<file path="config.mk">
export PLATFORM = sky130hd
export DESIGN_NAME = gocc_cfg_regs
export DESIGN_NICKNAME = d
export VERILOG_FILES = /design/src/rtl/gocc_pkg.sv /design/src/rtl/gocc_cfg_regs.sv
export SDC_FILE = /design/constraint.sdc
export NUM_CORES = 1
export LEC_CHECK = 0
export BUFFER_PORTS_ARGS = -buffer_cell sky130_fd_sc_hd__buf_2
export CORE_MARGIN = 2
export CORE_UTILIZATION = 50
export DETAILED_ROUTE_END_ITERATION = 8
export GPL_TIMING_DRIVEN = 0
export MAX_ROUTING_LAYER = met4
export PLACE_DENSITY = 0.79
export SLEW_MARGIN = 10
export SYNTH_ARGS = -nofsm -noshare
export SYNTH_HDL_FRONTEND = slang
export SYNTH_SLANG_ARGS = --single-unit
</file>
<file path="constraint.sdc">
create_clock -name clk -period 1 [get_ports clk]
set_clock_uncertainty 0.2 [all_clocks]
set_input_delay 0.05 -clock clk [delete_from_list [all_inputs] [get_ports clk]]
set_output_delay 0.05 -clock clk [all_outputs]
set_load 0.01 [all_outputs]
</file>
<file path="src/rtl/gocc_pkg.sv">
// gocc_pkg: shared types and constants of the gyro oscillation cycle counter
// holds field widths, register codes and reset values, the direction code,
// and the config, state and result structs; depends on nothing

package gocc_pkg;

	// field and datapath widths
	localparam int RATE_W     = 24;
	localparam int TIME_W     = 32;
	localparam int THR_W      = 23;
	localparam int GAIN_W     = 16;
	localparam int GAP_W      = 16;
	localparam int BIAS_W     = 40;
	localparam int D_W        = 41;
	localparam int FRAC_W     = 16;
	localparam int CNT_W      = 32;
	localparam int FULL_W     = 31;
	localparam int CFG_IDX_W  = 3;
	localparam int CFG_DATA_W = 23;

	// register indexes
	localparam logic [CFG_IDX_W-1:0] REG_REST_THRESHOLD = 3'd0;
	localparam logic [CFG_IDX_W-1:0] REG_BIAS_GAIN      = 3'd1;
	localparam logic [CFG_IDX_W-1:0] REG_DEADBAND       = 3'd2;
	localparam logic [CFG_IDX_W-1:0] REG_PEAK_THRESHOLD = 3'd3;
	localparam logic [CFG_IDX_W-1:0] REG_MIN_GAP_MS     = 3'd4;

	// register reset values
	localparam logic [THR_W-1:0]  RST_REST_THRESHOLD = 23'd3840;
	localparam logic [GAIN_W-1:0] RST_BIAS_GAIN      = 16'd655;
	localparam logic [THR_W-1:0]  RST_DEADBAND       = 23'd3840;
	localparam logic [THR_W-1:0]  RST_PEAK_THRESHOLD = 23'd12800;
	localparam logic [GAP_W-1:0]  RST_MIN_GAP_MS     = 16'd250;

	// saturation limits of the centered output
	localparam logic signed [RATE_W-1:0] RATE_MAX = 24'sh7FFFFF;
	localparam logic signed [RATE_W-1:0] RATE_MIN = 24'sh800000;

	// three-way sign of the centered value
	typedef enum logic [1:0] {
		DIR_NONE = 2'd0,
		DIR_POS  = 2'd1,
		DIR_NEG  = 2'd2
	} dir_t;

	typedef struct packed {
		logic [THR_W-1:0]  rest_threshold;
		logic [GAIN_W-1:0] bias_gain;
		logic [THR_W-1:0]  deadband;
		logic [THR_W-1:0]  peak_threshold;
		logic [GAP_W-1:0]  min_gap_ms;
	} cfg_t;

	typedef struct packed {
		logic                     started;
		logic [TIME_W-1:0]        start_time;
		logic [TIME_W-1:0]        last_cross_elapsed;
		logic signed [BIAS_W-1:0] bias_value;
		dir_t                     last_direction;
		logic                     positive_lobe_seen;
		logic                     negative_lobe_seen;
		logic [CNT_W-1:0]         half_cycles;
	} state_t;

	typedef struct packed {
		logic signed [RATE_W-1:0] centered_rate;
		logic                     crossing_counted;
		logic [CNT_W-1:0]         half_cycle_count;
		logic [FULL_W-1:0]        full_cycle_count;
	} result_t;

endpackage

</file>
<file path="src/rtl/gocc_cfg_regs.sv">
// gocc_cfg_regs: configuration register file of the cycle counter
// plain write port, masks data to each register width; uses gocc_pkg

module gocc_cfg_regs (
	input  logic                                 clk,
	input  logic                                 arst_n,
	input  logic                                 cfg_write,
	input  logic [gocc_pkg::CFG_IDX_W-1:0]       cfg_index,
	input  logic [gocc_pkg::CFG_DATA_W-1:0]      cfg_data,
	output gocc_pkg::cfg_t                       cfg
);

	gocc_pkg::cfg_t cfg_q;

	// register writes, unknown indexes dropped
	always_ff @(posedge clk or negedge arst_n) begin
		if (!arst_n) begin
			cfg_q.rest_threshold <= gocc_pkg::RST_REST_THRESHOLD;
			cfg_q.bias_gain      <= gocc_pkg::RST_BIAS_GAIN;
			cfg_q.deadband       <= gocc_pkg::RST_DEADBAND;
			cfg_q.peak_threshold <= gocc_pkg::RST_PEAK_THRESHOLD;
			cfg_q.min_gap_ms     <= gocc_pkg::RST_MIN_GAP_MS;
		end else if (cfg_write) begin
			case (cfg_index)
				gocc_pkg::REG_REST_THRESHOLD: cfg_q.rest_threshold <= cfg_data;
				gocc_pkg::REG_BIAS_GAIN:
					cfg_q.bias_gain <= cfg_data[gocc_pkg::GAIN_W-1:0];
				gocc_pkg::REG_DEADBAND:       cfg_q.deadband <= cfg_data;
				gocc_pkg::REG_PEAK_THRESHOLD: cfg_q.peak_threshold <= cfg_data;
				gocc_pkg::REG_MIN_GAP_MS:
					cfg_q.min_gap_ms <= cfg_data[gocc_pkg::GAP_W-1:0];
				default: ;
			endcase
		end
	end

	assign cfg = cfg_q;

endmodule

</file>
==> results of run 1 <==
kinds of logic (layout without fill, tap and decap cells):
| group | count (synthesis) | after routing | synth area share, % |
|---|---|---|---|
| multiplexers | 101 | 101 | 29.4 |
| buffers and inverters | 11 | 258 | 2.72 |
| AND/OR/NAND/NOR | 5 | 5 | 1.75 |
| flip-flops | 101 | 101 | 66.1 |
cell type report:
cell class                      count  area (um2)
Tap cell                          102         128
Multi-Input combinational cell    106        1530
Sequential cell                   101        2560
Fill cell                         330         921
Buffer                             10         159
Clock inverter                      5        83.8
Timing Repair Buffer              232        2100
Clock buffer                       11         131
worst reg2reg max path, stage by stage (launching register included):
cell and delay (ns):
dfstp_2 0.39, buf_4 0.13, buf_6 0.11, mux2_4 0.27
layout by cell type (no fill, tap or decap), drive strengths merged, types with 2 or more instances in the layout:
| cell | synthesis | final |
|---|---|---|
| and4bb | 2 | 2 |
| buf | 11 | 218 |
| bufinv | 0 | 2 |
| clkbuf | 0 | 11 |
| clkinvlp | 0 | 2 |
| dfrtp | 78 | 78 |
| dfstp | 23 | 23 |
| dlygate4sd3 | 0 | 23 |
| mux2 | 101 | 101 |
worst min-delay path by stage:
stage / from / endpoint / slack (ns) / cells past startpoint
after floorplan: arst_n / cfg[0]$_DFFE_PN0P_ / -0.45 / 0
after global placement: cfg_data[17] / cfg[95]$_DFFE_PN0P_ / 0.1 / 2
after detailed placement: arst_n / cfg[68]$_DFFE_PN0P_ / -0.07 / 1
after CTS: arst_n / cfg[70]$_DFFE_PN0P_ / -0.47 / 1
after global routing: arst_n / cfg[45]$_DFFE_PN0P_ / -0.44 / 1
final: arst_n / cfg[24]$_DFFE_PN0P_ / -0.50 / 1
metal layers:
layer | GRT usage (%) | routed length (um) | up-vias
met2 | 44.5 | 6290 | 122
met5 | - | 0 | -
met3 | 6.90 | 654 | 23
met1 | 34.7 | 4760 | 1478
met4 | 6.59 | 269 | 0
li1 | - | - | 1257
power by group:
part	switching (mW)	leakage (nW)	total, mW	internal (mW)
Combinational	1.65	1.98	4.73	3.09
Clock	1.46	0.100	2.88	1.42
Sequential	0.686	1.18	5.83	5.14
Total	3.79	3.26	13.4	9.65
stage by stage:
stage | std cells | instance area, um2 | TNS [ns] | setup WS (ns) | utilization (%)
floorplan | 218 | 4060 | -19.00 | -0.283 | -
global placement | 449 | 4830 | -162.25 | -1.29 | 63.5
detailed placement | 450 | 4860 | -48.24 | -0.641 | 63.9
CTS | 546 | 6340 | -22.43 | -0.297 | 83.3
global route | 567 | 6690 | -29.60 | -0.329 | 87.9
finish | 567 | 6690 | -25.64 | -0.310 | 87.9
what timing repair did:
action                                  in CTS  in global routing
endpoints found under the hold margin      153                 51
endpoints found under the setup margin     184                195
gates resized for setup                     95                 61
pin swaps                                    5                  3
gates cloned                                 6                  1
setup buffers                               51                 26
==> impl_metrics.sql, run 1 <==
INSERT INTO impl_metrics (metric_group, metric, value, unit) VALUES
('logic_synthesis', 'syn_area_per_cell', '17.7', 'um2'),
('cts', 'tritoncts', 'built', ''),
('power', 'power.density', '2010', 'nW/um2'),
('global_routing', 'pin_count_of_the_biggest_net_entering_global_routing', '54', ''),
('placed_design', 'port-buffer-count', '129', ''),
('logic_synthesis', 'yosysTopAreaCellShare', '50.5', '%'),
('worst_setup_path', 'arrival', '1.06', 'ns'),
('sta', 'timing_worst_slew_pin_value', '0.678', 'ns'),
('logic_synthesis', 'post-synth-top-count-cell', 'mux2_2', ''),
('cts', 'post_cts_hold_buffer_count', '23', ''),
('worst_setup_path', 'worstSetupStartpointType', 'register', ''),
('finish', 'flow.area_growth_from_synthesis', '72.9', '%'),
('power', 'fin_total_pwr', '13.4', 'mW'),
('worst_setup_path', 'path_cells', 'buf_6', ''),
('worst_setup_path', 'required_time_worst_endpoint', '0.75', 'ns'),
('worst_setup_path', 'path_delay_family', 'flip-flops', ''),
('power', 'total_leakage_power', '3.26', 'nW'),
('sta', 'drv_slew', '0', ''),
('route', 'num_vias', '2880', ''),
('cts', 'cts.path.max_buffers', '2', ''),
('logic_synthesis', 'synthCells', '218', ''),
('worst_setup_path', 'worst_setup_path_type', 'reg -> out', ''),
('placed_design', 'globalplace.congestion', '0.728', ''),
('logic_synthesis', 'synth_cell_types', '12', ''),
('worst_setup_path', 'critical_path_stages', '1', ''),
('floorplanning', 'die_h', '91.9', 'um'),
('worst_setup_path', 'path_max_fanout', '2', ''),
('route', 'wire_per_inst', '21.1', 'um'),
('logic_synthesis', 'syn_nets', '247', ''),
('route', 'drt_first_iter_violations', '84', ''),
('route', 'antenna_violating_nets_post_route', '0', ''),
('worst_setup_path', 'worstRegToRegCells', '3', ''),
('cts', 'clock_sinks', '101', ''),
('sta', 'grt_setup_unrepaired', 'true', ''),
('worst_setup_path', 'worst_path_largest_cell_delay', '0.57', 'ns'),
('flow_run', 'max_cap_viol_count', '0', ''),
('global_routing', 'grt_pass1_vias', '3079', ''),
('worst_setup_path', 'path_buf_inv', '1', ''),
('global_routing', 'groute.usage.overall', '27.3', '%'),
('route', 'drc_errors', '0', ''),
('global_routing', 'grt.overflow.total', '0', ''),
('cts', 'cts_buffers', '9', ''),
('worst_setup_path', 'crit_path_start', 'cfg[4]$_DFFE_PN1P_', ''),
('floorplanning', 'boundaryPins', '130', ''),
('finish', 'drive_gt1_share', '77.6', '%'),
('route', 'avgViaCountPerCell', '5.08', ''),
('global_routing', 'grt_first_pass_wirelength', '17.0', 'mm'),
('logic_synthesis', 'synth.top_cells.by_count', 'mux2_2 (100), dfrtp_1 (78), dfstp_2 (23), buf_6 (4), buf_2 (3)', ''),
('floorplanning', 'die_w', '91.9', 'um'),
('sta', 'slew_limit_headroom', '54.8', '%'),
('sta', 'timing.final.ws_setup', '-0.310', 'ns'),
('floorplanning', 'design.die.area', '8450', 'um2'),
('finish', 'finish.net_count', '489', ''),
('worst_setup_path', 'end_kind', 'output port', ''),
('logic_synthesis', 'syn-cell-area', '3870', 'um2'),
('placed_design', 'post-dp-hpwl', '5.72', 'mm'),
('logic_synthesis', 'ys_ff_latch', '101', ''),
('hold_path', 'timing.hold.worst.class', 'in -> async', ''),
('power', 'irDropWorstVdd', '0.00160', 'V'),
('cts', 'clk_pin_slew', '0.11', 'ns'),
('cts', 'cts.htree.levels', '3', ''),
('outcome', 'violated_checks', 'hold timing, setup timing', ''),
('worst_setup_path', 'crit_reg_reg_startpoint', 'cfg[88]$_DFFE_PN1P_', ''),
('sta', 'report.final.hold_viol_count', '97', ''),
('logic_synthesis', 'synth.yosys.warnings', '0', ''),
('outcome', 'status', 'complete, but fails checks', ''),
('sta', 'finalHoldWorstSlack', '-0.502', 'ns'),
('route', 'first_pass_iters', '4', ''),
('sta', 'finalSetupViolCount', '175', ''),
('worst_setup_path', 'timing.critical_path.to', 'cfg[4]', ''),
('cts', 'root_buffer', 'clkbuf_8', '');
Note: power is estimated with default switching activity, not from simulation.
==> inputs of run 2 (changes only) <==
SKIP_CTS_REPAIR_TIMING = 1   (was unset)
clock period = 1.42 ns   (was 1 ns; I/O delays follow)
==> run 2 against run 1 <==
Against the previous run:
- the run ends with hold timing left
- core utilization decreased by 21 points
- power decreased by 43%
- non-clock buffer count decreased by 77
- critical path type unchanged
- largest cell class unchanged
- highest routed layer unchanged
==> impl_metrics.sql, run 2 (synthesized netlist as in run 1, its figures left out) <==
INSERT INTO impl_metrics (metric_group, metric, value, unit) VALUES
('cts', 'cts.path.max_buffers', '2', ''),
('worst_setup_path', 'path_buf_inv', '1', ''),
('finish', 'flow.area_growth_from_synthesis', '32.4', '%'),
('worst_setup_path', 'ff2ff_setup_slack', '0.44', 'ns'),
('worst_setup_path', 'required_time_worst_endpoint', '1.15', 'ns'),
('sta', 'drv_slew', '0', ''),
('global_routing', 'grt_antenna_before_repair', '0', ''),
('worst_setup_path', 'worstSetupStartpointType', 'register', ''),
('sta', 'report.final.hold_viol_count', '3', ''),
('worst_setup_path', 'crit_path_start', 'cfg[49]$_DFFE_PN1P_', ''),
('placed_design', 'dp_cells', '450', ''),
('cts', 'cts.htree.levels', '3', ''),
('global_routing', 'grt.overflow.total', '0', ''),
('cts', 'clock_sinks', '101', ''),
('outcome', 'status', 'complete, but fails checks', ''),
('power', 'irDropWorstVdd', '0.000900', 'V'),
('power', 'power.density', '1500', 'nW/um2'),
('finish', 'largest_register_ffs', '101', ''),
('route', 'wl', '8.10', 'mm'),
('placed_design', 'post-dp-hpwl', '5.49', 'mm'),
('finish', 'drive_gt1_share', '72.9', '%'),
('route', 'num_vias', '2445', ''),
('floorplanning', 'core_area', '7610', 'um2'),
('floorplanning', 'die_h', '91.9', 'um'),
('sta', 'finalCriticalPeriod', '1.30', 'ns'),
('floorplanning', 'boundaryPins', '130', ''),
('global_routing', 'grt_pass1_vias', '2401', ''),
('worst_setup_path', 'path_cells', 'buf_2', ''),
('power', 'fin_total_pwr', '7.66', 'mW'),
('worst_setup_path', 'worst_path_max_delay_cell', 'dfstp_2', ''),
('cts', 'cts_buffers', '9', ''),
('route', 'avgViaCountPerCell', '4.99', ''),
('worst_setup_path', 'worst_setup_path_type', 'reg -> out', ''),
('hold_path', 'timing.hold.worst.class', 'in -> reg', ''),
('floorplanning', 'design.die.area', '8450', 'um2'),
('power', 'total_leakage_power', '2.40', 'nW'),
('worst_setup_path', 'critical_path_stages', '1', ''),
('worst_setup_path', 'arrival', '1.03', 'ns'),
('finish', 'finish.net_count', '412', ''),
('worst_setup_path', 'path_max_fanout', '2', ''),
('finish', 'layout.cells.most_common', 'buf_2', ''),
('finish', 'commonest_non_fill_non_tap_cells_in_the_layout', 'buf_2 (131), mux2_2 (100), dfrtp_1 (78)', ''),
('cts', 'clk_pin_slew', '0.11', 'ns'),
('worst_setup_path', 'worst_path_largest_cell_delay', '0.55', 'ns'),
('route', 'drc_errors', '0', ''),
('sta', 'grt_setup_unrepaired', 'false', ''),
('hold_path', 'hp-start', 'cfg_index[0]', ''),
('placed_design', 'globalplace.congestion', '0.760', ''),
('worst_setup_path', 'end_kind', 'output port', ''),
('global_routing', 'pin_count_of_the_biggest_net_entering_global_routing', '59', ''),
('worst_setup_path', 'worstRegToRegCells', '1', ''),
('worst_setup_path', 'timing.critical_path.to', 'cfg[49]', ''),
('finish', 'layout.cells.non_filler', '490', ''),
('global_routing', 'grt_first_pass_wirelength', '12.4', 'mm'),
('worst_setup_path', 'path_delay_family', 'flip-flops', ''),
('route', 'antenna_violating_nets_post_route', '0', ''),
('cts', 'clk_latency', '0.35', 'ns'),
('worst_setup_path', 'critical_path.reg2reg.endpoint', 'cfg[36]$_DFFE_PN0P_', ''),
('floorplanning', 'floorplan.initialDensity', '50.8', '%'),
('sta', 'slew_limit_headroom', '61.6', '%'),
('route', 'wire_per_inst', '16.5', 'um'),
('finish', 'final_core_utilization', '67.3', '%'),
('sta', 'final_min_period_over_clock_period', '91.8', '%'),
('worst_setup_path', 'crit_reg_reg_startpoint', 'cfg[36]$_DFFE_PN0P_', ''),
('route', 'first_pass_iters', '3', ''),
('sta', 'maxClockFrequency', '767', 'MHz'),
('floorplanning', 'die_w', '91.9', 'um'),
('cts', 'root_buffer', 'clkbuf_8', ''),
('outcome', 'violated_checks', 'hold timing', ''),
('flow_run', 'max_cap_viol_count', '0', ''),
('placed_design', 'port-buffer-count', '129', ''),
('cts', 'tritoncts', 'built', ''),
('finish', 'antenna_cells_inserted', '0', ''),
('floorplanning', 'num_rows', '32', ''),
('sta', 'timing_worst_slew_pin_value', '0.576', 'ns'),
('placed_design', 'dpl_ws', '-0.219', 'ns'),
('global_routing', 'groute.usage.overall', '19.6', '%'),
('sta', 'finalSetupViolCount', '0', ''),
('sta', 'finalHoldWorstSlack', '-0.0336', 'ns'),
('sta', 'timing.final.ws_setup', '0.116', 'ns'),
('route', 'drt_first_iter_violations', '75', '');
==> run 2: changes by cell type in the layout (fill, tap and decap cells not counted), sizes merged <==
cell,before,now
dlygate4sd3,23,24
clkinvlp,2,3
clkbuf,11,9
buf,218,141
bufbuf,1,0
inv,1,2
clkinv,0,1
bufinv,2,1
==> run 2: through the flow <==
step	cell area [um2]	hold slack, ns	TNS [ns]
finish	5120	-0.0336	0
global route	5120	-0.0401	0
CTS	4880	-0.493	0
detailed placement	4670	-0.0936	-8.62
global placement	4640	0.119	-83.68
floorplan	3870	-0.425	0
==> run 2: how the worst min path moves through the flow <==
stage | depth (start not counted) | end
2_1_floorplan | 0 | cfg[0]$_DFFE_PN0P_
3_3_place_gp | 2 | cfg[95]$_DFFE_PN0P_
3_5_place_dp | 1 | cfg[30]$_DFFE_PN0P_
4_1_cts | 1 | cfg[30]$_DFFE_PN0P_
5_1_grt | 3 | cfg[91]$_DFFE_PN0P_
6_report | 3 | cfg[91]$_DFFE_PN0P_
==> run 2: per-layer routing <==
metal  global-route usage [%]  wire, um  vias up
li1                         -         -     1109
met1                     26.7      3580     1241
met3                     3.12       365       13
met4                     7.96       146        0
met2                     29.9      4010       82
met5                        -         0        -
==> run 2: layout make-up <==
class	count	area, um2
Buffer	11	105
Clock buffer	9	124
Clock inverter	7	83.8
Fill cell	564	2490
Multi-Input combinational cell	106	1200
Sequential cell	101	2560
Tap cell	102	128
Timing Repair Buffer	154	916
==> run 2: power breakdown <==
group	leakage, nW	internal [mW]	switching [mW]
registers	1.18	3.61	0.300
clock network	0.0955	0.842	1.02
logic	1.13	0.993	0.890
==> inputs of run 3 (changes only) <==
CORE_ASPECT_RATIO = 1.75   (was unset)
PLACE_DENSITY = unset   (was 0.79)
PLACE_DENSITY_LB_ADDON = 0.1   (was unset)
==> run 3 against run 2 <==
Against the previous run:
- combinational power about the same
- the run still ends with hold timing left
- first-iteration DRC count increased by 44%
- critical path type is now in -> reg
- worst setup slack got worse by 0.0054 ns
- wire length decreased by 0.12%
==> impl_metrics.sql, run 3 (synthesized netlist as in run 1, its figures left out) <==
INSERT INTO impl_metrics (metric_group, metric, value, unit) VALUES
('outcome', 'status', 'complete, but fails checks', ''),
('outcome', 'violated_checks', 'hold timing', ''),
('worst_setup_path', 'path_max_fanout', '10', ''),
('finish', 'drive_gt1_share', '72.4', '%'),
('global_routing', 'grt_first_pass_wirelength', '12.4', 'mm'),
('route', 'num_vias', '2414', ''),
('sta', 'slew_limit_headroom', '66.3', '%'),
('sta', 'grt_setup_unrepaired', 'false', ''),
('floorplanning', 'die_h', '120', 'um'),
('sta', 'finalHoldWorstSlack', '-0.00248', 'ns'),
('floorplanning', 'design.die.area', '8480', 'um2'),
('route', 'wire_per_inst', '17.0', 'um'),
('sta', 'timing_worst_slew_pin_value', '0.506', 'ns'),
('global_routing', 'grt_antenna_before_repair', '0', ''),
('placed_design', 'port-buffer-count', '129', ''),
('route', 'wl', '8.09', 'mm'),
('worst_setup_path', 'arrival', '1.33', 'ns'),
('worst_setup_path', 'crit_path_start', 'cfg_index[0]', ''),
('worst_setup_path', 'ff2ff_setup_slack', '0.43', 'ns'),
('power', 'irDropWorstVdd', '0.000972', 'V'),
('floorplanning', 'core_area', '7510', 'um2'),
('route', 'avgViaCountPerCell', '5.07', ''),
('cts', 'clk_latency', '0.33', 'ns'),
('placed_design', 'globalplace.congestion', '0.729', ''),
('worst_setup_path', 'timing.critical_path.to', 'cfg[78]$_DFFE_PN0P_', ''),
('cts', 'cts.htree.levels', '3', ''),
('floorplanning', 'num_rows', '42', ''),
('cts', 'clock_sinks', '101', ''),
('finish', 'finish.net_count', '412', ''),
('sta', 'fin_tns_setup', '0', 'ns'),
('finish', 'commonest_non_fill_non_tap_cells_in_the_layout', 'buf_2 (131), mux2_2 (100), dfrtp_1 (78)', ''),
('finish', 'largest_register_ffs', '101', ''),
('route', 'drt_first_iter_violations', '108', ''),
('worst_setup_path', 'worstSetupStartpointType', 'input pin', ''),
('sta', 'finalCriticalPeriod', '1.31', 'ns'),
('power', 'total_leakage_power', '2.45', 'nW'),
('floorplanning', 'boundaryPins', '130', ''),
('power', 'fin_total_pwr', '8.19', 'mW'),
('global_routing', 'groute.usage.overall', '19.8', '%'),
('cts', 'tritoncts', 'built', ''),
('route', 'drc_errors', '0', ''),
('cts', 'cts.path.max_buffers', '2', ''),
('worst_setup_path', 'crit_reg_reg_startpoint', 'cfg[78]$_DFFE_PN0P_', ''),
('route', 'antenna_violating_nets_post_route', '0', ''),
('sta', 'report.final.hold_viol_count', '2', ''),
('finish', 'antenna_cells_inserted', '0', ''),
('global_routing', 'grt_pass1_vias', '2432', ''),
('finish', 'layout.cells.most_common', 'buf_2', ''),
('sta', 'finalSetupViolCount', '0', ''),
('hold_path', 'timing.hold.worst.class', 'in -> reg', ''),
('route', 'first_pass_iters', '4', ''),
('sta', 'final_min_period_over_clock_period', '92.2', '%'),
('global_routing', 'pin_count_of_the_biggest_net_entering_global_routing', '65', ''),
('cts', 'cts_buffers', '9', ''),
('cts', 'clk_pin_slew', '0.06', 'ns'),
('worst_setup_path', 'end_kind', 'register', ''),
('worst_setup_path', 'worst_setup_path_type', 'in -> reg', ''),
('flow_run', 'max_cap_viol_count', '0', ''),
('global_routing', 'grt.overflow.total', '0', ''),
('worst_setup_path', 'critical_path.reg2reg.endpoint', 'cfg[78]$_DFFE_PN0P_', ''),
('worst_setup_path', 'worstRegToRegCells', '1', ''),
('sta', 'maxClockFrequency', '764', 'MHz'),
('floorplanning', 'floorplan.initialDensity', '51.4', '%'),
('worst_setup_path', 'required_time_worst_endpoint', '1.44', 'ns'),
('power', 'power.density', '1580', 'nW/um2'),
('hold_path', 'min_delay_path_depth', '3', ''),
('finish', 'flow.area_growth_from_synthesis', '34.1', '%'),
('sta', 'drv_slew', '0', ''),
('placed_design', 'post-dp-hpwl', '5.60', 'mm'),
('cts', 'root_buffer', 'clkbuf_16', ''),
('floorplanning', 'die_w', '70.5', 'um');
[run 3: layout make-up]
type | instances | area, um2
well taps | 88 | 110
repair buffers | 154 | 916
flip-flops and latches | 101 | 2560
fillers | 530 | 2330
clock buffers | 12 | 246
plain buffers | 11 | 105
clock inverters | 4 | 47.5
multi-input cells | 106 | 1200
[run 3: worst max-delay path: stages]
cell	delay, ns
buf_2	0.13
nor4b_4	0.46
buf_4	0.29
mux2_2	0.36
[run 3: per-stage QoR]
stage	setup WS [ns]	instances	cell area (um2)	hold WS [ns]	util, %
final	0.111	476	5190	-0.00248	69.0
after global routing	0.0459	476	5190	0.00154	69.0
after CTS	0.0909	452	4950	-0.492	65.8
after floorplan	0.113	218	3870	-0.425	-
after global placement	-0.900	435	4620	0.122	61.5
after detailed placement	-0.267	436	4650	-0.126	61.9
[run 3: power breakdown]
group	internal, mW	switching [mW]	total, mW
combinational	0.992	0.879	1.87
clock	1.41	1.00	2.41
sequential	3.61	0.298	3.91
[run 3: worst min path at each step]
| stage | startpoint | endpoint | slack, ns |
|---|---|---|---|
| after CTS | arst_n | cfg[18]$_DFFE_PN0P_ | -0.49 |
| after detailed placement | arst_n | cfg[18]$_DFFE_PN0P_ | -0.13 |
| after global placement | cfg_data[17] | cfg[95]$_DFFE_PN0P_ | 0.12 |
| after floorplan | arst_n | cfg[0]$_DFFE_PN0P_ | -0.42 |
| after global routing | cfg_index[2] | cfg[90]$_DFFE_PN0P_ | 0.002 |
| final | cfg_index[2] | cfg[92]$_DFFE_PN0P_ | -0.002 |
[run 3: metal layers]
layer | track usage (%) | wire length [um] | vias up
li1 | - | - | 1103
met1 | 23.5 | 3220 | 1225
met2 | 32.9 | 4370 | 76
met3 | 4.08 | 367 | 10
met4 | 8.05 | 131 | 0
met5 | - | 0 | -
